File: src/rtl/tnb_pkg.sv
package tnb_pkg;

	// Field formats.
	localparam int COORD_BITS       = 24;
	localparam int NORMAL_FRAC_BITS = 14;
	localparam int NORM_W           = 16;

	// Edge vectors and cross product.
	localparam int E_W  = COORD_BITS + 1;
	localparam int P_W  = 2 * E_W;
	localparam int CM_W = P_W + 1;

	// Shared serial multiplier and the prescale limit on cross-product magnitudes.
	localparam int PRE_BITS = 31;
	localparam int MUL_W    = 32;
	localparam int PROD_W   = 2 * MUL_W;
	localparam int M2_W     = 2 * PRE_BITS;
	localparam int S_W      = PROD_W;

	// Divider and square root.
	localparam int NUM_W = M2_W + 2 * NORMAL_FRAC_BITS;
	localparam int Q_W   = 2 * NORMAL_FRAC_BITS + 1;
	localparam int RAD_W = 2 * NORMAL_FRAC_BITS + 2;
	localparam int ROOT_W = NORMAL_FRAC_BITS + 1;
	localparam int REM_W  = NORMAL_FRAC_BITS + 4;
	localparam int NX_W   = NORMAL_FRAC_BITS + NORM_W + 2;

	typedef enum logic [1:0] {
		KIND_VERTEX = 2'd0,
		KIND_MIN    = 2'd1,
		KIND_MAX    = 2'd2
	} kind_t;

	typedef struct packed {
		logic signed [COORD_BITS-1:0] a_x;
		logic signed [COORD_BITS-1:0] a_y;
		logic signed [COORD_BITS-1:0] a_z;
		logic signed [COORD_BITS-1:0] b_x;
		logic signed [COORD_BITS-1:0] b_y;
		logic signed [COORD_BITS-1:0] b_z;
		logic signed [COORD_BITS-1:0] c_x;
		logic signed [COORD_BITS-1:0] c_y;
		logic signed [COORD_BITS-1:0] c_z;
		logic                         final_tri;
	} tri_t;

	typedef struct packed {
		kind_t                        kind;
		logic signed [COORD_BITS-1:0] pos_x;
		logic signed [COORD_BITS-1:0] pos_y;
		logic signed [COORD_BITS-1:0] pos_z;
		logic signed [NORM_W-1:0]     norm_x;
		logic signed [NORM_W-1:0]     norm_y;
		logic signed [NORM_W-1:0]     norm_z;
		logic                         run_end;
	} res_t;

endpackage

File: src/rtl/tnb_mul.sv
module tnb_mul import tnb_pkg::*; (
	input  logic              clk,
	input  logic              arst_n,
	input  logic              start,
	input  logic [MUL_W-1:0]  a,
	input  logic [MUL_W-1:0]  b,
	output logic              done,
	output logic [PROD_W-1:0] prod
);

	localparam int CNT_W = $clog2(MUL_W + 1);

	logic [PROD_W-1:0] a_q;
	logic [MUL_W-1:0]  b_q;
	logic [PROD_W-1:0] acc_q;
	logic [CNT_W-1:0]  cnt_q;
	logic              run_q;
	logic              done_q;

	// Control: one multiplier bit per cycle.
	always_ff @(posedge clk or negedge arst_n) begin
		if (!arst_n) begin
			run_q  <= 1'b0;
			done_q <= 1'b0;
			cnt_q  <= '0;
		end else begin
			done_q <= 1'b0;
			if (start) begin
				run_q <= 1'b1;
				cnt_q <= '0;
			end else if (run_q) begin
				cnt_q <= cnt_q + 1'b1;
				if (cnt_q == CNT_W'(MUL_W - 1)) begin
					run_q  <= 1'b0;
					done_q <= 1'b1;
				end
			end
		end
	end

	// Shift-and-add datapath.
	always_ff @(posedge clk) begin
		if (start) begin
			a_q   <= PROD_W'(a);
			b_q   <= b;
			acc_q <= '0;
		end else if (run_q) begin
			if (b_q[0]) begin
				acc_q <= acc_q + a_q;
			end
			a_q <= a_q << 1;
			b_q <= b_q >> 1;
		end
	end

	assign done = done_q;
	assign prod = acc_q;

endmodule

File: config.mk
export PLATFORM = sky130hd
export DESIGN_NAME = tnb_mul
export DESIGN_NICKNAME = d
export VERILOG_FILES = /design/src/rtl/tnb_pkg.sv /design/src/rtl/tnb_mul.sv
export SDC_FILE = /design/constraint.sdc
export NUM_CORES = 1
export LEC_CHECK = 0
export ABC_AREA = 1
export BUFFER_PORTS_ARGS = -buffer_cell sky130_fd_sc_hd__buf_2
export CAP_MARGIN = 40
export CORE_MARGIN = 3
export CORE_UTILIZATION = 25
export CTS_BUF_LIST = sky130_fd_sc_hd__clkbuf_8
export DETAILED_ROUTE_END_ITERATION = 10
export PLACE_DENSITY = 0.47
export SYNTH_ARGS = -nofsm -noshare
export SYNTH_HDL_FRONTEND = slang
export SYNTH_SLANG_ARGS = --single-unit
File: constraint.sdc
create_clock -name clk -period 3.2 [get_ports clk]
set_input_delay 0.96 -clock clk [delete_from_list [all_inputs] [get_ports clk]]
set_output_delay 0.96 -clock clk [all_outputs]
set_load 0.1 [all_outputs]
Yosys cells after proc, flatten, opt, wreduce, memory -nomap -nowiden
Index checks and enable logic that the tools add are counted.

word-level totals
  bits in registers = 168
  input port bits = 67
  output and inout port bits = 65

cells by class
  $add $sub $neg = 2
  muxes and demuxes = 12
  reductions and logical operators = 2
  equality and inequality tests = 1

operator list
  cell                                                              number
  32-bit 2-to-1 mux                                                 4
  64-bit adder                                                      1
  6-bit 2-to-1 mux                                                  2
  6-bit by 1-bit adder with 6-bit output (second input constant)    1
  6-bit by 5-bit == test with 1-bit output (second input constant)  1
  1-bit 2-to-1 mux                                                  6
  2-bit AND reduction                                               1
  2-bit nonzero test                                                1

Longest topological paths before layout
  depth in word-level cells = 4
  gate-level depth with buffers = 16

Worst setup path after synthesis
No wires, ideal clock.

  path kind = input port to flip-flop
  start = in start
  end = reg a_q[0], enable pin
  path slack = -642 ps
  buffers on the path = 2
  arrival time = 3389 ps
  cell stages on the path = 4
  cells stage by stage = clkbuf_1 -> inv_1 -> nand2_1 -> buf_1

on the way
  cells in the longest elaborated chain, start to end = 1

RTL lines
  element                              line           RTL
  start, declared                      tnb_mul.sv:4   input logic start,
  2-bit nonzero test (no source line)  --
  end signal, assigned                 tnb_mul.sv:44  a_q <= PROD_W'(a);
  end signal, assigned                 tnb_mul.sv:51  a_q <= a_q << 1;
  end, declared                        tnb_mul.sv:13  logic [PROD_W-1:0] a_q;

Every way passes these cells.
A chain may end at the register's enable or synchronous reset.

Final worst setup path
  start = reg a_q[0]
  end = reg acc_q[40], in the netlist prod[40]

on the way
  cells in the longest elaborated chain, start to end = 1

RTL lines
  element               line           RTL
  64-bit adder          tnb_mul.sv:49  acc_q <= acc_q + a_q;
  end signal, assigned  tnb_mul.sv:49
  end, declared         tnb_mul.sv:15  logic [PROD_W-1:0] acc_q;

Every way passes these cells.

==> flow_summary.ini <==
[status]
status = complete, no violations

[hold_path]
hold_class = in2async

[logic_synthesis]
synth_edf_count = 64
synthArstFlopShare_pct = 4.762
netlist_instances = 2015
yosysUniqueCellTypes = 32
netlist_area_sq_mm = 0.01227
synth_nets = 2147
synth-main-ff-cell = dfxtp_1
synth_warnings = 0
ys_seq_area_share_pct = 32.96
syn_area_per_cell_sq_um = 6.089
synth-seq-cells = 168

[setup_path]
rr_startpoint = a_q[0]$_SDFFCE_PN0P_
arrival_ns = 3.07
crit_start = a_q[0]$_SDFFCE_PN0P_
cp-start-kind = register
crit_path_end_kind = register
criticalPathCategory = reg2reg
worstPathRequired_ns = 3.64
path_max_fanout = 4

[timing]
finClkSkew_ns = 0.02562
tightest_slew_ns = 0.7586
grt_setup_unrepaired = false
tns_ns = 0
period_share_pct = 82.37
holdWs_ns = 0.2213
fin_crit_ns = 2.636
timing.fmax_mhz = 379.4
max_slew_margin_pct = 49.42
finalHoldViolCount = 0
setup_violations = 0
slew_viol_final = 0

[final_layout]
drive_gt1_share_pct = 10.69
n_fill_cell = 5504
nets = 2270
design_area_sq_mm = 0.01410
syn_to_final_growth_pct = 14.92
fin_cells = 2808

[global_route]
antenna_found_initial = 1
grtUsageTotal_pct = 17.30
overflow = 0
grt_pass1_wl_um = 67500
grt_pass1_vias = 11910
grt_max_degree = 116

[floorplanning]
die-area_sq_mm = 0.05177
die_h_um = 227.5
start_util_pct = 25.48
core-area_sq_mm = 0.04815
rows = 80
die_x_um = 227.5
ios = 132

[cts]
cts_buffer_depth = 2
cts_inserted_buffers = 17
cts_tree = built
h-tree-depth = 4
post_cts_buffers = 0
clkLatencyLatePin_ns = 0.57
ctsHoldBuffers = 0
clk_transition_reported_paths_ns = 0.11
cts.sink_count = 168
cts_root_buf = clkbuf_8
ctsResizeCount = 0

[routing]
ant_nets = 0
via_per_inst = 4.293
first_iter_violations = 650
totalWireLength_um = 43440
drt_first_pass_iters = 5
post_drt_wl_per_cell_um = 15.47
vias = 12050
route.detailed.drc = 0

[job]
max-cap-violations = 0

[placed_design]
hpwl_um = 34890
placed_cell_area_sq_mm = 0.01371
portBuffers = 131
place_inst = 2775
gp_congestion = 0.9443

[power]
vdd_drop_max_mv = 0.4172
power_density_mw_per_mm2 = 446.7
p_total_mw = 6.298
p_leak_nw = 7.981
## flip-flops by register name, summed over array words and instances (netlist names)
signal / flops
a_q: 64
run_q: 1
done: 1
b_q: 32
cnt_q: 6
prod: 64
## kinds of logic after synthesis
group | after synthesis | synth area share [%]
flip-flops | 168 | 32.96
adder cells (fa/ha/maj) | 65 | 6.690
AO/OA/AOI/OAI | 135 | 5.976
buffers and inverters | 448 | 13.80
AND/OR/NAND/NOR | 1168 | 38.36
XOR/XNOR | 31 | 2.213
## per-layer routing
layer,global-route usage (%),routed length [um],vias up
met5,0,13,-
met4,5.648,1065,2
met3,3.894,1921,46
met2,26.22,18220,216
met1,24.35,22220,5468
li1,-,-,6322
## metrics by stage
stage / setup slack, ns / utilization, %
finish: 0.5642 / 29.29
global route: 0.3470 / 29.28
CTS: 0.5765 / 29.28
detailed placement: 0.6225 / 28.48
global placement: 0.5835 / 28.48
floorplan: 0.2871 / -
## synth_stat cells, drive strengths merged (2+ instances only)
| library cell | count | area share [%] |
|---|---|---|
| xor2 | 26 | 1.9 |
| xnor2 | 5 | 0.36 |
| edfxtp | 64 | 16 |
| o21bai | 3 | 0.18 |
| nor2 | 235 | 7.6 |
| a21oi | 52 | 2.1 |
| dfxtp | 96 | 16 |
| a31oi | 2 | 0.10 |
| dfrtp | 8 | 1.6 |
| nand4 | 11 | 0.56 |
| clkinv | 5 | 0.15 |
| nand3 | 85 | 3.8 |
| buf | 18 | 0.64 |
| o211ai | 4 | 0.24 |
| nor3 | 17 | 0.94 |
| nand2 | 816 | 25 |
| nor4 | 3 | 0.25 |
| ha | 64 | 6.5 |
| o22ai | 30 | 1.5 |
| o21ai | 44 | 1.8 |
| inv | 401 | 12 |
| clkbuf | 24 | 0.73 |
## power by group
part / internal [mW] / switching, mW
registers: 2.40 / 0.130
clock network: 0.583 / 1.02
logic: 0.516 / 1.65
total: 3.49 / 2.80
## placed cells by master, fill, tap and decap left out, types with 5 or more instances in the layout
cell type,n
nor2_2,15
inv_1,394
ha_1,64
edfxtp_1,64
nand3_2,8
inv_8,5
nand3_1,77
buf_2,130
xor2_1,26
o22ai_1,30
dfrtp_1,8
nor3_1,11
clkbuf_8,17
nor3_2,6
o21ai_0,44
a21oi_1,52
nand4_1,11
nor2_1,219
buf_4,15
xnor2_1,5
inv_6,5
nand2_1,803
dfxtp_1,96
clkinv_1,5
inv_2,7
nand2_2,12
## area by class of cell
cell class                 count  area, sq um  area share (%)
antenna                        1        2.502         0.01775
clock buffer                  17        234.0           1.659
clock inverter                15        151.4           1.074
inverter                     406         1524           10.81
multi-input combinational   1399         6540           46.38
sequential                   168         4044           28.68
tap                          656        820.8           5.821
timing repair buffer         146        783.3           5.555
## path summary, 6_finish.rpt
check,endpoint,slack (ns),depth (start not counted)
max in group asynchronous,cnt_q[0]$_DFFE_PN0P_,2.80,1
worst min register to register,a_q[36]$_SDFFE_PP0P_,0.50,2
min in group clk,a_q[36]$_SDFFE_PP0P_,0.50,2
worst max-delay path,prod[40]$_SDFFE_PP0P_,0.56,12
worst max register to register,prod[40]$_SDFFE_PP0P_,0.56,12
worst min-delay path,cnt_q[4]$_DFFE_PN0P_,0.22,1
## worst max-delay path, cell delays in order, from the launching register on
cell and delay (ns):
edfxtp_1 0.40, ha_1 0.26, fa_1 0.47, nand3_1 0.13, nand3_2 0.14, nand2_1 0.11
nand2_2 0.09, nand3_1 0.10, nand3_2 0.20, nand2_1 0.15, a21oi_1 0.07, nor2_1 0.32
nor2_1 0.07
(Power assumes the default switching activity.)
