`src/rtl/tnb_pkg.sv`:
```
package tnb_pkg;

	// Field formats.
	localparam int COORD_BITS       = 24;
	localparam int NORMAL_FRAC_BITS = 14;
	localparam int NORM_W           = 16;

	// Edge vectors and cross product.
	localparam int E_W  = COORD_BITS + 1;
	localparam int P_W  = 2 * E_W;
	localparam int CM_W = P_W + 1;

	// Shared serial multiplier and the prescale limit on cross-product magnitudes.
	localparam int PRE_BITS = 31;
	localparam int MUL_W    = 32;
	localparam int PROD_W   = 2 * MUL_W;
	localparam int M2_W     = 2 * PRE_BITS;
	localparam int S_W      = PROD_W;

	// Divider and square root.
	localparam int NUM_W = M2_W + 2 * NORMAL_FRAC_BITS;
	localparam int Q_W   = 2 * NORMAL_FRAC_BITS + 1;
	localparam int RAD_W = 2 * NORMAL_FRAC_BITS + 2;
	localparam int ROOT_W = NORMAL_FRAC_BITS + 1;
	localparam int REM_W  = NORMAL_FRAC_BITS + 4;
	localparam int NX_W   = NORMAL_FRAC_BITS + NORM_W + 2;

	typedef enum logic [1:0] {
		KIND_VERTEX = 2'd0,
		KIND_MIN    = 2'd1,
		KIND_MAX    = 2'd2
	} kind_t;

	typedef struct packed {
		logic signed [COORD_BITS-1:0] a_x;
		logic signed [COORD_BITS-1:0] a_y;
		logic signed [COORD_BITS-1:0] a_z;
		logic signed [COORD_BITS-1:0] b_x;
		logic signed [COORD_BITS-1:0] b_y;
		logic signed [COORD_BITS-1:0] b_z;
		logic signed [COORD_BITS-1:0] c_x;
		logic signed [COORD_BITS-1:0] c_y;
		logic signed [COORD_BITS-1:0] c_z;
		logic                         final_tri;
	} tri_t;

	typedef struct packed {
		kind_t                        kind;
		logic signed [COORD_BITS-1:0] pos_x;
		logic signed [COORD_BITS-1:0] pos_y;
		logic signed [COORD_BITS-1:0] pos_z;
		logic signed [NORM_W-1:0]     norm_x;
		logic signed [NORM_W-1:0]     norm_y;
		logic signed [NORM_W-1:0]     norm_z;
		logic                         run_end;
	} res_t;

endpackage

```
`src/rtl/tnb_sqrt.sv`:
```
module tnb_sqrt import tnb_pkg::*; (
	input  logic              clk,
	input  logic              arst_n,
	input  logic              start,
	input  logic [Q_W-1:0]    rad,
	output logic              done,
	output logic [ROOT_W-1:0] root
);

	localparam int CNT_W = $clog2(ROOT_W + 1);

	logic [RAD_W-1:0]  rad_q;
	logic [REM_W-1:0]  rem_q;
	logic [ROOT_W-1:0] root_q;
	logic [CNT_W-1:0]  cnt_q;
	logic              run_q;
	logic              done_q;
	logic [REM_W-1:0]  rem_sh;
	logic [REM_W-1:0]  trial;
	logic              ge;

	// Bring down two radicand bits and test the next root bit.
	always_comb begin
		rem_sh = {rem_q[REM_W-3:0], rad_q[RAD_W-1:RAD_W-2]};
		trial  = REM_W'({root_q, 2'b01});
		ge     = rem_sh >= trial;
	end

	always_ff @(posedge clk or negedge arst_n) begin
		if (!arst_n) begin
			run_q  <= 1'b0;
			done_q <= 1'b0;
			cnt_q  <= '0;
		end else begin
			done_q <= 1'b0;
			if (start) begin
				run_q <= 1'b1;
				cnt_q <= '0;
			end else if (run_q) begin
				cnt_q <= cnt_q + 1'b1;
				if (cnt_q == CNT_W'(ROOT_W - 1)) begin
					run_q  <= 1'b0;
					done_q <= 1'b1;
				end
			end
		end
	end

	// Digit-by-digit integer square root.
	always_ff @(posedge clk) begin
		if (start) begin
			rad_q  <= RAD_W'(rad);
			rem_q  <= '0;
			root_q <= '0;
		end else if (run_q) begin
			rad_q  <= rad_q << 2;
			rem_q  <= ge ? rem_sh - trial : rem_sh;
			root_q <= {root_q[ROOT_W-2:0], ge};
		end
	end

	assign done = done_q;
	assign root = root_q;

endmodule

```
`config.mk`:
```
export PLATFORM = sky130hd
export DESIGN_NAME = tnb_sqrt
export DESIGN_NICKNAME = d
export VERILOG_FILES = /design/src/rtl/tnb_pkg.sv /design/src/rtl/tnb_sqrt.sv
export SDC_FILE = /design/constraint.sdc
export NUM_CORES = 1
export LEC_CHECK = 0
export ABC_AREA = 1
export BUFFER_PORTS_ARGS = -buffer_cell sky130_fd_sc_hd__buf_2
export CORE_UTILIZATION = 35
export CTS_CLUSTER_SIZE = 16
export DETAILED_ROUTE_END_ITERATION = 6
export GPL_TIMING_DRIVEN = 0
export SLEW_MARGIN = 20
export SYNTH_ARGS = -nofsm -noshare
export SYNTH_HDL_FRONTEND = slang
export SYNTH_SLANG_ARGS = --single-unit
```
`constraint.sdc`:
```
create_clock -name clk -period 2.3 [get_ports clk]
set_input_delay 0.46 -clock clk [delete_from_list [all_inputs] [get_ports clk]]
set_output_delay 0.46 -clock clk [all_outputs]
set_load 0.005 [all_outputs]
```
---- Word level (Yosys, flattened, before mapping) ----
Index checks and enable logic that the tools add are counted.
storage, ports and cells
  bits in registers ....................... 67
  latch bits .............................. 0
  RAM bits ................................ 0
  bits in read-only memories .............. 0
  output and inout bits ................... 16
  word-level logic and storage cells ...... 23
  memories kept ........................... 0
cells by class
  add/subtract/negate cells ............... 2
  $mul .................................... 0
  divide/modulo/power cells ............... 0
  magnitude comparators ................... 1
  eq/ne operators ......................... 1
  shift-type cells ........................ 0
  multiplexer cells ....................... 11
  bitwise gates (word level) .............. 0
  reductions and logical operators ........ 1
operators with widths
  kind                                                           number
  29-bit 2-to-1 mux                                              2
  18-bit by 17-bit >= comparator with 1-bit output               1
  16-bit 2-to-1 mux                                              1
  16-bit subtractor                                              1
  4-bit 2-to-1 mux                                               2
  1-bit 2-to-1 mux                                               6
  4-bit by 1-bit adder with 4-bit output, second input constant  1
  4-bit equality test, second input constant                     1
  2-bit nonzero test                                             1

---- Depth between registers and ports, before layout ----
Gate-level depths: netlist (run 1).
  depth in word-level cells ............... 4
  depth in mapped cells ................... 14

---- Least setup slack after synthesis (run 1) ----
No wires, ideal clock.
  kind .................................... input to register
  from .................................... input port start
  to ...................................... register rad_q[0] (enable)
  library setup time ...................... 0.405 ns
  data arrival time ....................... 1.935 ns
  slack ................................... -0.040 ns
  stages .................................. 4
  buffers on the path ..................... 2
  cell sequence ........................... buf_2 nor2_2 inv_1 clkbuf_1
on the way
  word-level cells in the longest chain between the ends .. 1
ends and longest elaborated chain
  what                          line            RTL
  from (decl)                   tnb_sqrt.sv:4   input logic start,
  2-bit nonzero test (no line)  -
  to (signal assigned)          tnb_sqrt.sv:52  rad_q <= RAD_W'(rad);
  to (signal assigned)          tnb_sqrt.sv:56  rad_q <= rad_q << 2;
  to (decl)                     tnb_sqrt.sv:12  logic [RAD_W-1:0] rad_q;
No other way between the ends.
A chain may end at the register's enable or synchronous reset.

---- Worst setup path in the final report (run 1) ----
  from .................................... register root_q[7], in the netlist root[7]
  to ...................................... register rem_q[6]
on the way
  word-level cells in the longest chain between the ends .. 2
ends and longest elaborated chain
  what                                              line            RTL
  from (decl)                                       tnb_sqrt.sv:14  logic [ROOT_W-1:0] root_q;
  from (signal assigned)                            tnb_sqrt.sv:58  root_q <= {root_q[ROOT_W-2:0], ge};
  18-bit by 17-bit >= comparator with 1-bit output  tnb_sqrt.sv:26  ge = rem_sh >= trial;
  16-bit 2-to-1 mux                                 tnb_sqrt.sv:57  rem_q <= ge ? rem_sh - trial : rem_sh;
  to (signal assigned)                              tnb_sqrt.sv:57
  to (decl)                                         tnb_sqrt.sv:13  logic [REM_W-1:0] rem_q;
No other way between the ends.

==> flow_summary_export.csv, run 1 <==
group,metric,value,unit
clocking,ctsHtreeMaxLevel,3,
die,die_x,107,µm
synthesis,synth_cell_type_count,38,
die,dieArea,11500,µm²
layout,mostFrequentLayoutCell,"nand2_1",
die,core_region_area,10800,µm²
layout,layout-drive-gt1-share,23.5,%
die,chipHeight,107,µm
critical_path,cp_slowest_cell,"ha_1",
synthesis,synthCells,481,
timing,fin_crit,1.99,ns
critical_path,max_stage_delay,0.37,ns
critical_path,cp-end-kind,"flop",
power_and_ir_drop,ir_drop,0.000503,V
timing,finalCritPeriodShare,86.5,%
clocking,cts_tree,"done",
timing,setup_viol,0,
global_routing,antenna_found_initial,0,
timing,max-slew-margin-rel,42.6,%
clocking,clock_path_buffers,2,
global_routing,grt_pass1_wl,14700,µm
timing,rsz0062_at_grt,"false",
timing,hold_viol_final,0,
drt,vias,3149,
layout,syn_to_final_growth,16.2,%
drt,routed_wl,8370,µm
layout,n_antenna_cell,0,
layout,utilization,41.6,%
critical_path,cp_max_fo,10,
clocking,post-cts-setup-buffers,0,
die,start_util,35.8,%
die,io_pins,48,
clocking,clockRootBuffer,"clkbuf_8",
synthesis,syn_area,3880,µm²
synthesis,avgSynthCellArea,8.06,µm²
timing,final_max_slew_viol_count,0,
critical_path,path_buf_inv,2,
timing,setup-tns-final,0,ns
critical_path,crit_path_cell_trace,"inv_1, ha_1, nand2_1, nand2_1, a21oi_2, nand3_2, nand2_4, nand2_8, nor2_8, buf_12, nand2_2, nand3_2",
power_and_ir_drop,power.leakage,2.31,nW
timing,max_freq,503,MHz
layout,final_cell_mix,"nand2_1, inv_1, buf_2, dfxtp_1, edfxtp_1",
synthesis,syn_nets,532,
critical_path,cp.required,2.59,ns
drt,via_per_inst,4.60,
clocking,cts_sinks,67,
drt,first_pass_iters,5,
timing,fin_worst_skew,0.0143,ns
global_routing,overflow,0,
power_and_ir_drop,powerDensity,1170,nW/µm²
placement,port_buffers,46,
drt,drc_errors,0,
critical_path,worstSetupPathType,"flop to flop",
placement,hpwl,6120,µm
synthesis,yosysSeqAreaShare,42.8,%
global_routing,grt_usage,16.5,%
drt,drt-initial-drc-count,89,
job,max_cap_viol_count,0,
clocking,cts_made_buffers,9,
placement,gp_congestion,0.886,
synthesis,yosys_warnings,0,
layout,nNetsFinal,590,
timing,tightest_slew,0.861,ns
clocking,clk_latency,0.36,ns
critical_path,cp.arrival,2.28,ns
drt,antenna_left,0,
synthesis,synth_seq_cells,67,
outcome,status,"completed",
drt,post_drt_wl_per_cell,12.2,µm
worst_hold_path,hp-class,"primary input to flop",
die,num_rows,38,
critical_path,worst_setup_path_start_kind,"flop",
global_routing,grt_max_degree,39,
critical_path,path_delay_family,"simple AND/OR/NAND/NOR gates",
global_routing,first_global_vias,3226,
clocking,clkTransAtPathRegs,0.07,ns
routing by layer:
layer | part of all wire (%) | track usage (%) | vias to the layer above
met1 | 47 | 19.9 | 1407
met4 | 1.5 | 5.77 | 0
li1 | - | - | 1653
met2 | 47 | 28.5 | 77
met3 | 4.8 | 4.00 | 12
met5 | 0 | 0 | -
where the power goes:
part,internal (W),leakage (nW),switching [W]
sequential,0.00143,0.659,0.000116
clock,0.000564,0.106,0.000499
combinational,0.00103,1.54,0.00163
layout make-up:
class	instances	area, µm²
clock buffer	11	151
multi-input combinational	337	1880
tap	140	175
buffer	13	85.1
inverter	64	255
timing repair buffer	47	240
clock inverter	5	60.1
fill	1141	6330
sequential	67	1660
per-stage QoR:
step	cells	hold slack, ns	power, W	cell area [µm²]	setup slack, ns
floorplan	481	0.164	0.00371	3880	0.468
global placement	667	0.291	0.00418	4290	-0.0352
detailed placement	667	0.292	0.00421	4290	-0.0326
CTS	684	0.344	0.00530	4510	0.136
global route	684	0.354	0.00572	4510	0.133
finish	684	0.358	0.00526	4510	0.312
cells by family (layout without fill, tap and decap cells):
kind of cell | count (synthesis) | count (layout) | synth area share [%]
AO/OA/AOI/OAI | 37 | 37 | 5.84
XOR/XNOR | 8 | 8 | 1.81
AND/OR/NAND/NOR | 273 | 273 | 34.6
buffers and inverters | 77 | 140 | 8.74
adder cells (fa/ha/maj) | 19 | 19 | 6.13
flip-flops | 67 | 67 | 42.8
timing repair:
action,CTS,global route
hold buffers,1,0
endpoints found under the hold margin,6,0
gates resized for setup,0,1
endpoints found under the setup margin,0,38
state kept, by name (all words and copies together), names as in the netlist:
signal  count
rad_q      30
cnt_q       4
rem_q      16
done        1
run_q       1
root       15
worst register-to-register path, cell delays in order (launching register included):
cell and delay, ns:
dfxtp_1 0.33, inv_1 0.07, ha_1 0.37, nand2_1 0.10
nand2_1 0.09, a21oi_2 0.15, nand3_2 0.16, nand2_4 0.13
nand2_8 0.10, nor2_8 0.15, buf_12 0.16, nand2_2 0.06
nand3_2 0.05
final timing paths:
path	start	end	slack, ns	cells after the start
setup reg to reg	root[7]$_SDFFE_PP0P_	rem_q[6]$_SDFFE_PP0P_	0.31	12
min in group asynchronous	arst_n	done$_DFF_PN0_	0.44	2
setup / recovery	root[7]$_SDFFE_PP0P_	rem_q[6]$_SDFFE_PP0P_	0.31	12
hold reg to reg	rad_q[27]$_DFFE_PP_	rad_q[29]$_SDFFE_PP0P_	0.46	2
hold / removal	rad[0]	rad_q[0]$_SDFFCE_PN0P_	0.36	3
max in group asynchronous	arst_n	cnt_q[3]$_DFFE_PN0P_	1.71	2
synthesized netlist by cell type, drive strengths merged:
cell | instances | share of area (%)
nand2 | 202 | 21
inv | 62 | 6.0
nand3 | 41 | 8.3
dfxtp | 32 | 17
edfxtp | 29 | 22
ha | 19 | 6.1
nor2 | 18 | 2.9
o22ai | 14 | 2.3
a21oi | 12 | 1.7
clkbuf | 9 | 0.87
o21ai | 8 | 1.0
dfrtp | 6 | 3.9
xor2 | 6 | 1.4
nor3 | 5 | 0.65
buf | 4 | 1.3
nand3b | 3 | 0.90
nand4 | 2 | 0.48
xnor2 | 2 | 0.45
a31oi | 1 | 0.32
and2 | 1 | 0.16
and3 | 1 | 0.16
bufinv | 1 | 0.45
clkinv | 1 | 0.13
o21a | 1 | 0.19
o21bai | 1 | 0.29
Power figures use the tool's default switching activity.
==> run 2, diff against run 1 <==
Settings changed: CELL_PAD_IN_SITES_DETAIL_PLACEMENT from default to 0, CELL_PAD_IN_SITES_GLOBAL_PLACEMENT from default to 2, CORE_UTILIZATION 35 to 34, CTS_CLUSTER_DIAMETER from default to 150, PLACE_DENSITY_LB_ADDON from default to 0.1.
==> run 2 against run 1 <==
  * Maximum frequency down 1.4%
  * Total power up 4.3%
  * Critical endpoint is now rad_q[4]$_DFFE_PP_
  * Critical path depth down 9
  * Combinational power up 2%
  * Critical path type unchanged
  * Final area up 1.1%
  * Largest cell class unchanged
  * Largest power group unchanged
==> flow_summary_export.csv, run 2 (same netlist as run 1, synthesis figures left out) <==
group,metric,value,unit
drt,first_pass_iters,4,
clocking,ctsHtreeMaxLevel,3,
critical_path,cp.required,2.26,ns
die,io_pins,48,
drt,vias,3157,
timing,max_freq,496,MHz
outcome,status,"completed",
layout,multi_input_area,1880,µm²
layout,final_cell_mix,"nand2_1, inv_1, buf_2, dfxtp_1, edfxtp_1",
power_and_ir_drop,p_seq_share,28.3,%
clocking,clkTransAtPathRegs,0.06,ns
layout,syn_to_final_growth,17.5,%
layout,layout-drive-gt1-share,23.0,%
clocking,clk_latency,0.34,ns
timing,finalCritPeriodShare,87.7,%
power_and_ir_drop,powerDensity,1200,nW/µm²
worst_hold_path,hp-class,"primary input to flop",
drt,via_per_inst,4.62,
die,num_rows,38,
clocking,cts_tree,"done",
global_routing,grt_usage,18.0,%
layout,fin_cells,684,
power_and_ir_drop,p_clk_share,22.7,%
placement,port_buffers,46,
placement,post-place-cells,667,
die,start_util,35.3,%
critical_path,cp_max_fo,38,
timing,setup_viol,0,
layout,nNetsFinal,590,
layout,mostFrequentLayoutCell,"nand2_1",
placement,hpwl,6940,µm
layout,regArea,1660,µm²
job,max_cap_viol_count,0,
timing,fin_hold_ws,0.379,ns
die,chipHeight,109,µm
die,core_region_area,11000,µm²
drt,post_drt_wl_per_cell,13.7,µm
drt,antenna_left,0,
timing,hold_viol_final,0,
timing,fin_worst_skew,0.0115,ns
global_routing,grt_max_degree,39,
power_and_ir_drop,pwr-share-comb,49.0,%
clocking,clock_path_buffers,2,
power_and_ir_drop,ir_drop,0.000398,V
global_routing,first_global_vias,3181,
power_and_ir_drop,power.leakage,2.32,nW
critical_path,worst_setup_path_start_kind,"flop",
power_and_ir_drop,swShare,42.1,%
clocking,cts_sinks,67,
critical_path,worstSetupPathType,"flop to flop",
timing,fin_crit,2.02,ns
die,die_x,109,µm
critical_path,cp.arrival,1.97,ns
global_routing,antenna_found_initial,0,
timing,max-slew-margin-rel,40.6,%
drt,drt-initial-drc-count,116,
power_and_ir_drop,p_int,0.00318,W
layout,n_antenna_cell,0,
timing,tightest_slew,0.891,ns
timing,rsz0062_at_grt,"false",
layout,n_fill_cell,1179,
layout,regMostFlops,"rad_q",
layout,largest_register_ffs,30,
timing,final_max_slew_viol_count,0,
drt,drc_errors,0,
clocking,clockRootBuffer,"clkbuf_16",
drt,routed_wl,9360,µm
power_and_ir_drop,switchingPower,0.00231,W
die,dieArea,11800,µm²
global_routing,overflow,0,
clocking,cts_made_buffers,9,
critical_path,cp-end-kind,"flop",
global_routing,grt_pass1_wl,15700,µm
placement,gp_congestion,0.816,
clocking,post-cts-setup-buffers,0,
-- run 2: timing repair --
item,CTS,global route
setup endpoints to repair,0,38
hold endpoints to repair,6,0
resized for setup,0,1
hold buffers,1,0
-- run 2: power groups by stage --
stage | clock network, W | logic (W) | registers, W
2_1_floorplan | 0 | 0.00217 | 0.00154
6_report | 0.00124 | 0.00269 | 0.00155
3_3_place_gp | 0 | 0.00272 | 0.00157
5_1_grt | 0.00133 | 0.00308 | 0.00157
3_5_place_dp | 0 | 0.00273 | 0.00158
4_1_cts | 0.00128 | 0.00274 | 0.00155
-- run 2: worst paths after layout --
check | cells after the start | endpoint | slack, ns | from
max | 3 | rad_q[4]$_DFFE_PP_ | 0.28 | run_q$_DFF_PN0_
min | 3 | rad_q[1]$_SDFFCE_PN0P_ | 0.38 | rad[1]
max reg2reg | 3 | rad_q[4]$_DFFE_PP_ | 0.28 | run_q$_DFF_PN0_
min reg2reg | 2 | rad_q[29]$_SDFFE_PP0P_ | 0.45 | rad_q[27]$_DFFE_PP_
max in group asynchronous | 2 | cnt_q[3]$_DFFE_PN0P_ | 1.67 | arst_n
min in group asynchronous | 2 | run_q$_DFF_PN0_ | 0.48 | arst_n
-- run 2: metrics by stage --
stage | area [µm²] | setup slack [ns] | util [%] | setup TNS (ns) | total power, W
finish | 4560 | 0.284 | 41.5 | 0 | 0.00548
global route | 4560 | 0.112 | 41.5 | 0 | 0.00598
CTS | 4560 | 0.0422 | 41.5 | 0 | 0.00558
detailed placement | 4290 | -0.142 | 39.0 | -4.76 | 0.00431
global placement | 4290 | -0.152 | 39.0 | -5.51 | 0.00429
floorplan | 3880 | 0.468 | - | 0 | 0.00371
-- run 2: worst max-delay path, stage by stage, from the launching register on --
cell and delay, ns:
dfrtp_1 0.44, nor2_2 0.14, inv_1 0.27, buf_2 0.77
-- run 2: routing by layer --
layer / part of all wire [%] / up-vias / wire [µm] / global-route usage [%]
met4: 1.8 / 0 / 167 / 7.14
met2: 47 / 49 / 4410 / 30.2
met1: 48 / 1439 / 4500 / 22.0
li1: - / 1659 / - / -
met5: 0 / - / 0 / 0
met3: 3.1 / 10 / 291 / 4.42
-- run 2: final cells by class --
cell class	instances	share of cell area (%)
flip-flops and latches	67	36.5
well taps	140	3.84
clock buffers	10	5.02
inverters	64	5.60
repair buffers	47	5.27
multi-input cells	337	41.2
clock inverters	6	0.714
plain buffers	13	1.87
