[src/rtl/tnb_pkg.sv]
package tnb_pkg;

	// Field formats.
	localparam int COORD_BITS       = 24;
	localparam int NORMAL_FRAC_BITS = 14;
	localparam int NORM_W           = 16;

	// Edge vectors and cross product.
	localparam int E_W  = COORD_BITS + 1;
	localparam int P_W  = 2 * E_W;
	localparam int CM_W = P_W + 1;

	// Shared serial multiplier and the prescale limit on cross-product magnitudes.
	localparam int PRE_BITS = 31;
	localparam int MUL_W    = 32;
	localparam int PROD_W   = 2 * MUL_W;
	localparam int M2_W     = 2 * PRE_BITS;
	localparam int S_W      = PROD_W;

	// Divider and square root.
	localparam int NUM_W = M2_W + 2 * NORMAL_FRAC_BITS;
	localparam int Q_W   = 2 * NORMAL_FRAC_BITS + 1;
	localparam int RAD_W = 2 * NORMAL_FRAC_BITS + 2;
	localparam int ROOT_W = NORMAL_FRAC_BITS + 1;
	localparam int REM_W  = NORMAL_FRAC_BITS + 4;
	localparam int NX_W   = NORMAL_FRAC_BITS + NORM_W + 2;

	typedef enum logic [1:0] {
		KIND_VERTEX = 2'd0,
		KIND_MIN    = 2'd1,
		KIND_MAX    = 2'd2
	} kind_t;

	typedef struct packed {
		logic signed [COORD_BITS-1:0] a_x;
		logic signed [COORD_BITS-1:0] a_y;
		logic signed [COORD_BITS-1:0] a_z;
		logic signed [COORD_BITS-1:0] b_x;
		logic signed [COORD_BITS-1:0] b_y;
		logic signed [COORD_BITS-1:0] b_z;
		logic signed [COORD_BITS-1:0] c_x;
		logic signed [COORD_BITS-1:0] c_y;
		logic signed [COORD_BITS-1:0] c_z;
		logic                         final_tri;
	} tri_t;

	typedef struct packed {
		kind_t                        kind;
		logic signed [COORD_BITS-1:0] pos_x;
		logic signed [COORD_BITS-1:0] pos_y;
		logic signed [COORD_BITS-1:0] pos_z;
		logic signed [NORM_W-1:0]     norm_x;
		logic signed [NORM_W-1:0]     norm_y;
		logic signed [NORM_W-1:0]     norm_z;
		logic                         run_end;
	} res_t;

endpackage

[src/rtl/tnb_div.sv]
module tnb_div import tnb_pkg::*; (
	input  logic            clk,
	input  logic            arst_n,
	input  logic            start,
	input  logic [M2_W-1:0] num,
	input  logic [S_W-1:0]  den,
	output logic            done,
	output logic [Q_W-1:0]  quo
);

	localparam int CNT_W = $clog2(NUM_W + 1);

	logic [NUM_W-1:0] num_q;
	logic [S_W-1:0]   den_q;
	logic [S_W:0]     rem_q;
	logic [Q_W-1:0]   quo_q;
	logic [CNT_W-1:0] cnt_q;
	logic             run_q;
	logic             done_q;
	logic [S_W:0]     rem_sh;
	logic             ge;

	// Bring down one numerator bit and try the subtraction.
	always_comb begin
		rem_sh = {rem_q[S_W-1:0], num_q[NUM_W-1]};
		ge     = rem_sh >= {1'b0, den_q};
	end

	always_ff @(posedge clk or negedge arst_n) begin
		if (!arst_n) begin
			run_q  <= 1'b0;
			done_q <= 1'b0;
			cnt_q  <= '0;
		end else begin
			done_q <= 1'b0;
			if (start) begin
				run_q <= 1'b1;
				cnt_q <= '0;
			end else if (run_q) begin
				cnt_q <= cnt_q + 1'b1;
				if (cnt_q == CNT_W'(NUM_W - 1)) begin
					run_q  <= 1'b0;
					done_q <= 1'b1;
				end
			end
		end
	end

	// Restoring division, one quotient bit per cycle.
	always_ff @(posedge clk) begin
		if (start) begin
			num_q <= {num, {(2 * NORMAL_FRAC_BITS){1'b0}}};
			den_q <= den;
			rem_q <= '0;
			quo_q <= '0;
		end else if (run_q) begin
			num_q <= num_q << 1;
			rem_q <= ge ? rem_sh - {1'b0, den_q} : rem_sh;
			quo_q <= {quo_q[Q_W-2:0], ge};
		end
	end

	assign done = done_q;
	assign quo  = quo_q;

endmodule

[config.mk]
export PLATFORM = sky130hd
export DESIGN_NAME = tnb_div
export DESIGN_NICKNAME = d
export VERILOG_FILES = /design/src/rtl/tnb_pkg.sv /design/src/rtl/tnb_div.sv
export SDC_FILE = /design/constraint.sdc
export NUM_CORES = 1
export LEC_CHECK = 0
export BUFFER_PORTS_ARGS = -buffer_cell sky130_fd_sc_hd__buf_4
export CORE_MARGIN = 3
export CORE_UTILIZATION = 55
export CTS_BUF_LIST = sky130_fd_sc_hd__clkbuf_8
export DETAILED_ROUTE_END_ITERATION = 12
export PLACE_DENSITY = 0.76
export SYNTH_ARGS = -nofsm -noshare
export SYNTH_HDL_FRONTEND = slang
export SYNTH_SLANG_ARGS = --single-unit
[constraint.sdc]
create_clock -name clk -period 3.9 [get_ports clk]
set_input_delay 0.39 -clock clk [delete_from_list [all_inputs] [get_ports clk]]
set_output_delay 0.39 -clock clk [all_outputs]
set_load 0.03 [all_outputs]
Yosys cells after proc, flatten, opt, wreduce, memory -nomap -nowiden
Index checks and enable logic that the tools add are counted.
Widths: inputs -> output; s select.
{ "classes": {"addsub": 2, "n_lt_le_gt_ge": 1, "eq_ne": 1, "muxes": 11, "reduce_logical": 1} }
{ "ops": {"columns": ["op", "count"], "rows": [
  ["$mux 90", 2],
  ["$ge 65x64->1", 1],
  ["$mux 64", 1],
  ["$sub 64x64->64", 1],
  ["$mux 7", 2],
  ["$add 7x1->7 const B", 1],
  ["$eq 7x7->1 const B", 1],
  ["$mux 1", 6],
  ["$reduce_bool 2->1", 1]
]} }
{ "totals": {"regBits": 228, "input_bits": 129, "output_inout_bits": 30, "word_cells": 23} }

Longest topological paths before layout
Gate-level depths: netlist (run 1).
{ "logic_depth": {"ltp_word": 4, "ltp_mapped": 15, "ltp_nobuf": 12} }

Least setup slack after synthesis (run 1)
OpenSTA, ideal clock, no wires.
{ "synth_path": {"kind": "register to register", "startpoint": "reg num_q[89]", "endpoint": "reg rem_q[62]", "setup_time_ps": 91, "t_arrival_ps": 2792, "required_ps": 3809, "path_slack_ps": 1017, "stages_incl_launch_ff": 13, "path_buffers": 0, "synth_period_minus_slack_ps": 2883, "path_cell_list": "edfxtp_1 inv_1 ha_1 fa_1 nand2b_1 a211oi_1 o2111ai_1 a21oi_1 nor3_4 a2111oi_2 or4_1 nand3_1 a311oi_1"} }
{ "synth_between": {"elab_chain_cells": 2, "elab_cells_between_ends": 3, "cone_classes": "add/sub: 1; order compare: 1; mux: 1"} }
{ "synth_lines": {"columns": ["item", "line", "source"], "rows": [
  ["from (decl)", "tnb_div.sv:13", "logic [NUM_W-1:0] num_q;"],
  ["from (signal assigned)", "tnb_div.sv:52", "num_q <= {num, {(2 * NORMAL_FRAC_BITS){1'b0}}};"],
  ["from (signal assigned)", "tnb_div.sv:57", "num_q <= num_q << 1;"],
  ["$sub 64x64->64 / $ge 65x64->1 (equally long branches)", "tnb_div.sv:58, tnb_div.sv:26", null],
  ["$mux 64 (*)", "tnb_div.sv:58", "rem_q <= ge ? rem_sh - {1'b0, den_q} : rem_sh;"],
  ["to (signal assigned)", "tnb_div.sv:58", null],
  ["to (decl)", "tnb_div.sv:15", "logic [S_W:0] rem_q;"]
]} }
Mark *: on every way between the ends. The rest lies on a longest branch, timed or not.
A chain may end at the register's enable or synchronous reset.

Worst setup path in the final report (run 1)
{ "layout_path": {"startpoint": "reg num_q[89]", "endpoint": "reg rem_q[30]"} }
Same word-level chain as after synthesis.

==> results of run 1 <==
## kinds of logic after synthesis
| group | after synthesis | share of synthesized area |
|---|---|---|
| AND/OR/NAND/NOR | 451 | 0.159 |
| AO/OA/AOI/OAI | 319 | 0.168 |
| XOR/XNOR | 46 | 0.0306 |
| adder cells (fa/ha/maj) | 67 | 0.0642 |
| multiplexers | 97 | 0.0795 |
| buffers and inverters | 156 | 0.0530 |
| flip-flops | 228 | 0.445 |
## worst max-delay path: stages (launching register included)
cell and delay, ns:
edfxtp_1 0.34, inv_1 0.05, ha_1 0.22, fa_1 0.38
nand2b_1 0.20, a211oi_1 0.40, o2111ai_1 0.24, a21boi_0 0.50
o21bai_1 0.21, a21oi_1 0.37, or3_1 0.16, nand3_1 0.08
a311oi_1 0.30
## state kept, by name, summed over array words and instances, names as in the netlist
| signal | cells |
|---|---|
| run_q | 1 |
| den_q | 64 |
| done | 1 |
| rem_q | 64 |
| num_q | 62 |
| cnt_q | 7 |
| quo | 29 |
## per-layer routing
metal / vias to the layer above / wire length [µm] / GRT usage / part of all wire
li1: 5274 / - / - / -
met1: 5019 / 13700 / 0.317 / 0.44
met2: 314 / 14900 / 0.389 / 0.48
met3: 57 / 1600 / 0.0371 / 0.052
met4: 0 / 702 / 0.0657 / 0.023
met5: - / 0 / 0 / 0
## power by group
part / switching, mW / internal (mW) / leakage [nW]
clock: 0.983 / 1.17 / 0.447
sequential: 0.250 / 2.93 / 2.16
combinational: 2.22 / 1.46 / 4.14
total: 3.46 / 5.56 / 6.75
## layout by cell type (no fill, tap or decap), types with 18 or more instances in the layout
cell / synthesis / final
dfxtp_1: 93 / 93
mux2_2: 61 / 61
ha_1: 66 / 66
nor2_1: 138 / 138
nand2_1: 162 / 162
clkbuf_8: 0 / 45
o21ai_0: 55 / 55
xor2_1: 26 / 26
mux2i_1: 36 / 36
a311oi_1: 42 / 42
nand4_1: 22 / 22
inv_1: 82 / 97
edfxtp_1: 126 / 126
a21o_1: 24 / 24
buf_4: 3 / 162
xnor2_1: 20 / 20
a21oi_1: 89 / 89
dlygate4sd3_1: 0 / 18
nand3_1: 31 / 31
## timing repair
item | CTS | global route
hold buffers | 15 | 3
hold endpoints to repair | 23 | 3
setup buffers | 0 | 0
## worst min path at each step
stage	depth (start not counted)	slack, ns	to
after floorplan	0	0.09	cnt_q[0]
after global placement	1	0.22	cnt_q[6]
after detailed placement	1	0.22	cnt_q[3]
after CTS	1	0.0004	den_q[47]
after global routing	1	0.002	den_q[19]
final	1	0.02	den_q[19]
## metrics by stage
step / hold WS, ns / cell area [µm²] / setup WS, ns
after detailed placement: 0.221 / 14500 / 0.426
after CTS: 0.000381 / 15400 / 0.410
after global placement: 0.221 / 14500 / 0.565
after global routing: 0.00188 / 15400 / 0.0864
final: 0.0229 / 15400 / 0.349
after floorplan: 0.0944 / 13200 / 1.02
## area by class of cell
cell class,count,area (µm²),share of cell area
Multi-Input combinational cell,980,6610,0.428
Sequential cell,228,5870,0.380
Timing Repair Buffer,184,1470,0.0952
Clock buffer,44,606,0.0392
Tap cell,319,399,0.0258
Inverter,82,308,0.0199
Clock inverter,30,178,0.0115
## cell usage after synthesis, types with 4 or more instances
library cell  number
or2_2              4
a211oi_1          10
nand2b_1          13
nand4_1           22
and2_1             9
nand2_1          162
xor2_1            26
nor2_1           138
a31oi_1            9
o211ai_1           7
dfxtp_1           93
clkbuf_1          44
dfrtp_1            9
ha_1              66
mux2i_1           36
or3_1             15
a21oi_1           89
mux2_2            61
a311oi_2           5
o21ai_0           55
o21bai_1          17
buf_2             13
a22oi_1            6
nand3_1           31
a21oi_2            6
inv_1             82
nor4_1             7
o31ai_1            4
and3_1             7
o21a_1             4
buf_6             11
nor2b_1            6
xnor2_1           20
edfxtp_1         126
a21o_1            24
a311oi_1          42
nor3_1            15
o2111ai_1          4
==> impl_metrics.env, run 1 <==
export IMPL_status="finished, final reports clean"
export IMPL_ff2ff_path_depth=12
export IMPL_critPathLaunch="num_q[89]"
export IMPL_dp_hpwl_mm=21.4
export IMPL_start_kind="flop"
export IMPL_cts_htree_levels=2
export IMPL_max_cap_violations=0
export IMPL_area_delta_synth_final_pct=17.2
export IMPL_irDropWorstVdd_mv=0.431
export IMPL_syn_cell_area_um2=13200
export IMPL_fin_total_pwr_mw=9.01
export IMPL_yosysWarnings=0
export IMPL_post_place_cells=1775
export IMPL_drt_first_pass_iters=5
export IMPL_synth_flop_cell="edfxtp_1"
export IMPL_antenna_cells=0
export IMPL_final_hold_viol_count=0
export IMPL_cp_end_kind="flop"
export IMPL_grt_use_total=0.233
export IMPL_cts_tree="done"
export IMPL_maxSlewHeadroom=0.471
export IMPL_synth_cell_type_count=81
export IMPL_hold_start="den[19]"
export IMPL_clkTransAtPathRegs_ns=0.06
export IMPL_synth_top_cell_area_share=0.287
export IMPL_path_max_fanout=4
export IMPL_grt_pass1_wl_mm=50.6
export IMPL_drt_wl_total_mm=30.9
export IMPL_synthArstFlopShare=0.0395
export IMPL_root_buffer="clkbuf_8"
export IMPL_syn_nets=1560
export IMPL_drive_above_1_share=0.203
export IMPL_worstPathArrival_ns=3.99
export IMPL_clk_latency_ns=0.54
export IMPL_synth_edf_count=126
export IMPL_synth_seq_area_share=0.445
export IMPL_numClockSinks=228
export IMPL_final_period_utilization=0.910
export IMPL_min_path_type="input pin to flop"
export IMPL_stdcell_count=1867
export IMPL_grt_start_max_net_pins=129
export IMPL_r2r_start="num_q[89]"
export IMPL_setup_viol_count_final=0
export IMPL_endpoint="rem_q[30]"
export IMPL_crit_required_ns=4.34
export IMPL_finalCriticalPeriod_ns=3.55
export IMPL_cts_buffers=40
export IMPL_die_h_um=161
export IMPL_tightest_slew_ns=0.793
export IMPL_vias_per_cell=5.71
export IMPL_setup_tns_ns=0
export IMPL_antenna_left=0
export IMPL_max_freq_mhz=282
export IMPL_detail_route_drc_violations=0
export IMPL_fillers=1921
export IMPL_wl_per_cell_um=16.6
export IMPL_initial_core_util=0.560
export IMPL_ys_top_cells_by_area="edfxtp_1, dfxtp_1, ha_1, mux2_2, nand2_1"
export IMPL_maxSlewViolCount=0
export IMPL_routabilityCongestion=0.934
export IMPL_fp_row_count=56
export IMPL_grt_pass1_vias=10400
export IMPL_grt_setup_unrepaired="no"
export IMPL_via_count=10700
export IMPL_synth_top_area_cell="edfxtp_1"
export IMPL_core_area_um2=23500
export IMPL_ys_ff_latch=228
export IMPL_finish_utilization=0.656
export IMPL_nets=1712
export IMPL_grt_overflow=0
export IMPL_clock_skew_ns=0.0246
export IMPL_p_leak_nw=6.75
export IMPL_criticalPathCategory="flop to flop"
export IMPL_synth_cells=1364
export IMPL_ff2ff_setup_slack_ns=0.35
export IMPL_drtIter0Drc=695
export IMPL_clockBufferDepth=3
export IMPL_dieWidth_um=161
export IMPL_port_buffer_count=158
export IMPL_r2r_end="rem_q[30]"
export IMPL_cts_resized=0
export IMPL_antenna_found_initial=0
export IMPL_avgSynthCellArea_um2=9.66
export IMPL_dieArea_um2=25900
export IMPL_p_per_area_nw_per_um2=584
export IMPL_ios=159
No activity file was read; power rests on OpenSTA's default activity.
==> run 2: changes to the inputs <==
Settings changed: PLACE_DENSITY 0.76 to default, PLACE_DENSITY_LB_ADDON from default to 0.2.
==> run 2 against run 1 <==
Via count is 0.80% higher. Clock skew is 0.015 ns higher. Register-to-register slack lost 0.06 ns. Sequential cell count stayed put. Power increased by 0.70%. Maximum frequency decreased by 1.7%. Clock power about the same. Non-clock buffer count increased by 32. Critical path type unchanged. Worst setup slack worse by 0.061 ns. Hold slack better by 0.011 ns. Utilization is 1.4 points higher. Critical endpoint is now rem_q[52]. First-iteration DRC count rose by 1.2%.
==> impl_metrics.env, run 2 (same netlist as run 1, synthesis figures left out) <==
export IMPL_status="finished, final reports clean"
export IMPL_pre_cts_slack_ns=0.333
export IMPL_worst_path_stages=12
export IMPL_crit_required_ns=4.36
export IMPL_drtIter0Drc=703
export IMPL_dp_hpwl_mm=20.9
export IMPL_cts_tree="done"
export IMPL_ios=159
export IMPL_slowest_delay_ns=0.54
export IMPL_drt_first_pass_iters=5
export IMPL_ff2ff_path_depth=12
export IMPL_grt_use_total=0.233
export IMPL_detail_route_drc_violations=0
export IMPL_grt_start_max_net_pins=163
export IMPL_max_freq_mhz=277
export IMPL_clockBufferDepth=3
export IMPL_wl_per_cell_um=16.1
export IMPL_max_cap_violations=0
export IMPL_via_count=10700
export IMPL_crit_chain="inv_1, ha_1, fa_1, nand2b_1, a211oi_1, o2111ai_1, a21boi_0, o211ai_1, nand3_1, nand3_1, a211o_1, a41oi_2"
export IMPL_p_leak_nw=6.89
export IMPL_place_area_um2=14500
export IMPL_setup_tns_ns=0
export IMPL_final_hold_viol_count=0
export IMPL_numClockSinks=228
export IMPL_dieArea_um2=25900
export IMPL_reg_top3="den_q x64, rem_q x64, num_q x62"
export IMPL_clkTransAtPathRegs_ns=0.06
export IMPL_crit_buf_inv=1
export IMPL_hold_start="den[49]"
export IMPL_drt_wl_total_mm=30.5
export IMPL_grt_setup_unrepaired="no"
export IMPL_die_h_um=161
export IMPL_final_period_utilization=0.926
export IMPL_final_area_um2=15800
export IMPL_drive_above_1_share=0.203
export IMPL_r2r_end="rem_q[52]"
export IMPL_nets=1745
export IMPL_fillers=1908
export IMPL_maxSlewViolCount=0
export IMPL_irDropWorstVdd_mv=0.269
export IMPL_clk_latency_ns=0.55
export IMPL_port_buffer_count=158
export IMPL_cts_resized=0
export IMPL_fin_total_pwr_mw=9.08
export IMPL_layout_common_cells="buf_4, nand2_1, nor2_1, edfxtp_1, inv_1"
export IMPL_crit_family="compound AO/OA/AOI/OAI gates"
export IMPL_tightest_slew_ns=0.953
export IMPL_start_kind="flop"
export IMPL_dieWidth_um=161
export IMPL_min_path_type="input pin to flop"
export IMPL_grt_overflow=0
export IMPL_setup_viol_count_final=0
export IMPL_root_buffer="clkbuf_8"
export IMPL_cp_end_kind="flop"
export IMPL_r2r_start="num_q[89]"
export IMPL_cts_buffers=41
export IMPL_final_common_cell="buf_4"
export IMPL_clock_skew_ns=0.0400
export IMPL_slowest_stage="a21boi_0"
export IMPL_post_place_cells=1778
export IMPL_criticalPathCategory="flop to flop"
export IMPL_antenna_cells=0
export IMPL_antenna_left=0
export IMPL_routabilityCongestion=0.929
export IMPL_area_delta_synth_final_pct=19.7
export IMPL_ff2ff_setup_slack_ns=0.29
export IMPL_initial_core_util=0.560
export IMPL_antenna_found_initial=0
export IMPL_crit_top_cell="nand3_1"
export IMPL_fp_row_count=56
export IMPL_layout_setup_ws_ns=0.288
export IMPL_stdcell_count=1899
export IMPL_critPathLaunch="num_q[89]"
export IMPL_grt_pass1_vias=10500
export IMPL_path_max_fanout=5
export IMPL_vias_per_cell=5.66
export IMPL_cts_htree_levels=2
export IMPL_worstPathArrival_ns=4.08
export IMPL_core_area_um2=23500
export IMPL_grt_pass1_wl_mm=50.5
export IMPL_maxSlewHeadroom=0.365
export IMPL_p_per_area_nw_per_um2=575
export IMPL_finalCriticalPeriod_ns=3.61
export IMPL_endpoint="rem_q[52]"
[run 2: changes by cell type in the layout (fill, tap and decap cells not counted), sizes merged]
cell	change
dlygate4sd3	+29
clkinv	-5
clkinvlp	+2
inv	+3
buf	+3
[run 2: how the worst min path moves through the flow]
stage	cells after the start	endpoint	slack [ns]
floorplan	0	cnt_q[0]	0.09
detailed placement	1	cnt_q[5]	0.22
global route	1	den_q[10]	0.004
CTS	1	den_q[8]	0.0006
finish	1	den_q[49]	0.03
global placement	1	cnt_q[5]	0.22
[run 2: per-layer routing]
metal  track usage  up-vias  wire length [µm]
met1         0.318     5021             13600
met4        0.0849        0               854
met5             0        -                 0
met3        0.0449       61              1800
li1              -     5342                 -
met2         0.372      325             14300
[run 2: area by class of cell]
type / instances / area, µm² / share of cell area
multi-input cells: 980 / 6610 / 0.419
flip-flops and latches: 228 / 5870 / 0.372
repair buffers: 216 / 1800 / 0.114
clock buffers: 44 / 606 / 0.0384
well taps: 319 / 399 / 0.0253
inverters: 82 / 308 / 0.0195
clock inverters: 30 / 186 / 0.0118
[run 2: power breakdown]
group	leakage (nW)	internal (mW)	switching (mW)
Sequential	2.16	2.93	0.243
Combinational	4.28	1.52	2.23
Clock	0.458	1.18	0.983
[run 2: worst register-to-register path: cells and delay by family (launching register included)]
kind / cells / cell delay (ns)
flip-flops: 1 / 0.35
AND/OR/NAND/NOR: 3 / 0.72
buffers and inverters: 1 / 0.05
AO/OA/AOI/OAI: 6 / 1.81
adder cells (fa/ha/maj): 2 / 0.59
[run 2: per-stage QoR]
stage          utilization  hold slack, ns
2_1_floorplan            -          0.0944
3_3_place_gp         0.617           0.220
3_5_place_dp         0.617           0.221
4_1_cts              0.670        0.000631
5_1_grt              0.670         0.00359
6_report             0.670          0.0338
[run 2: timing repair]
item,in CTS,in global routing
setup buffers,0,0
hold buffers,47,0
setup endpoints to repair,0,0
endpoints found under the hold margin,55,0
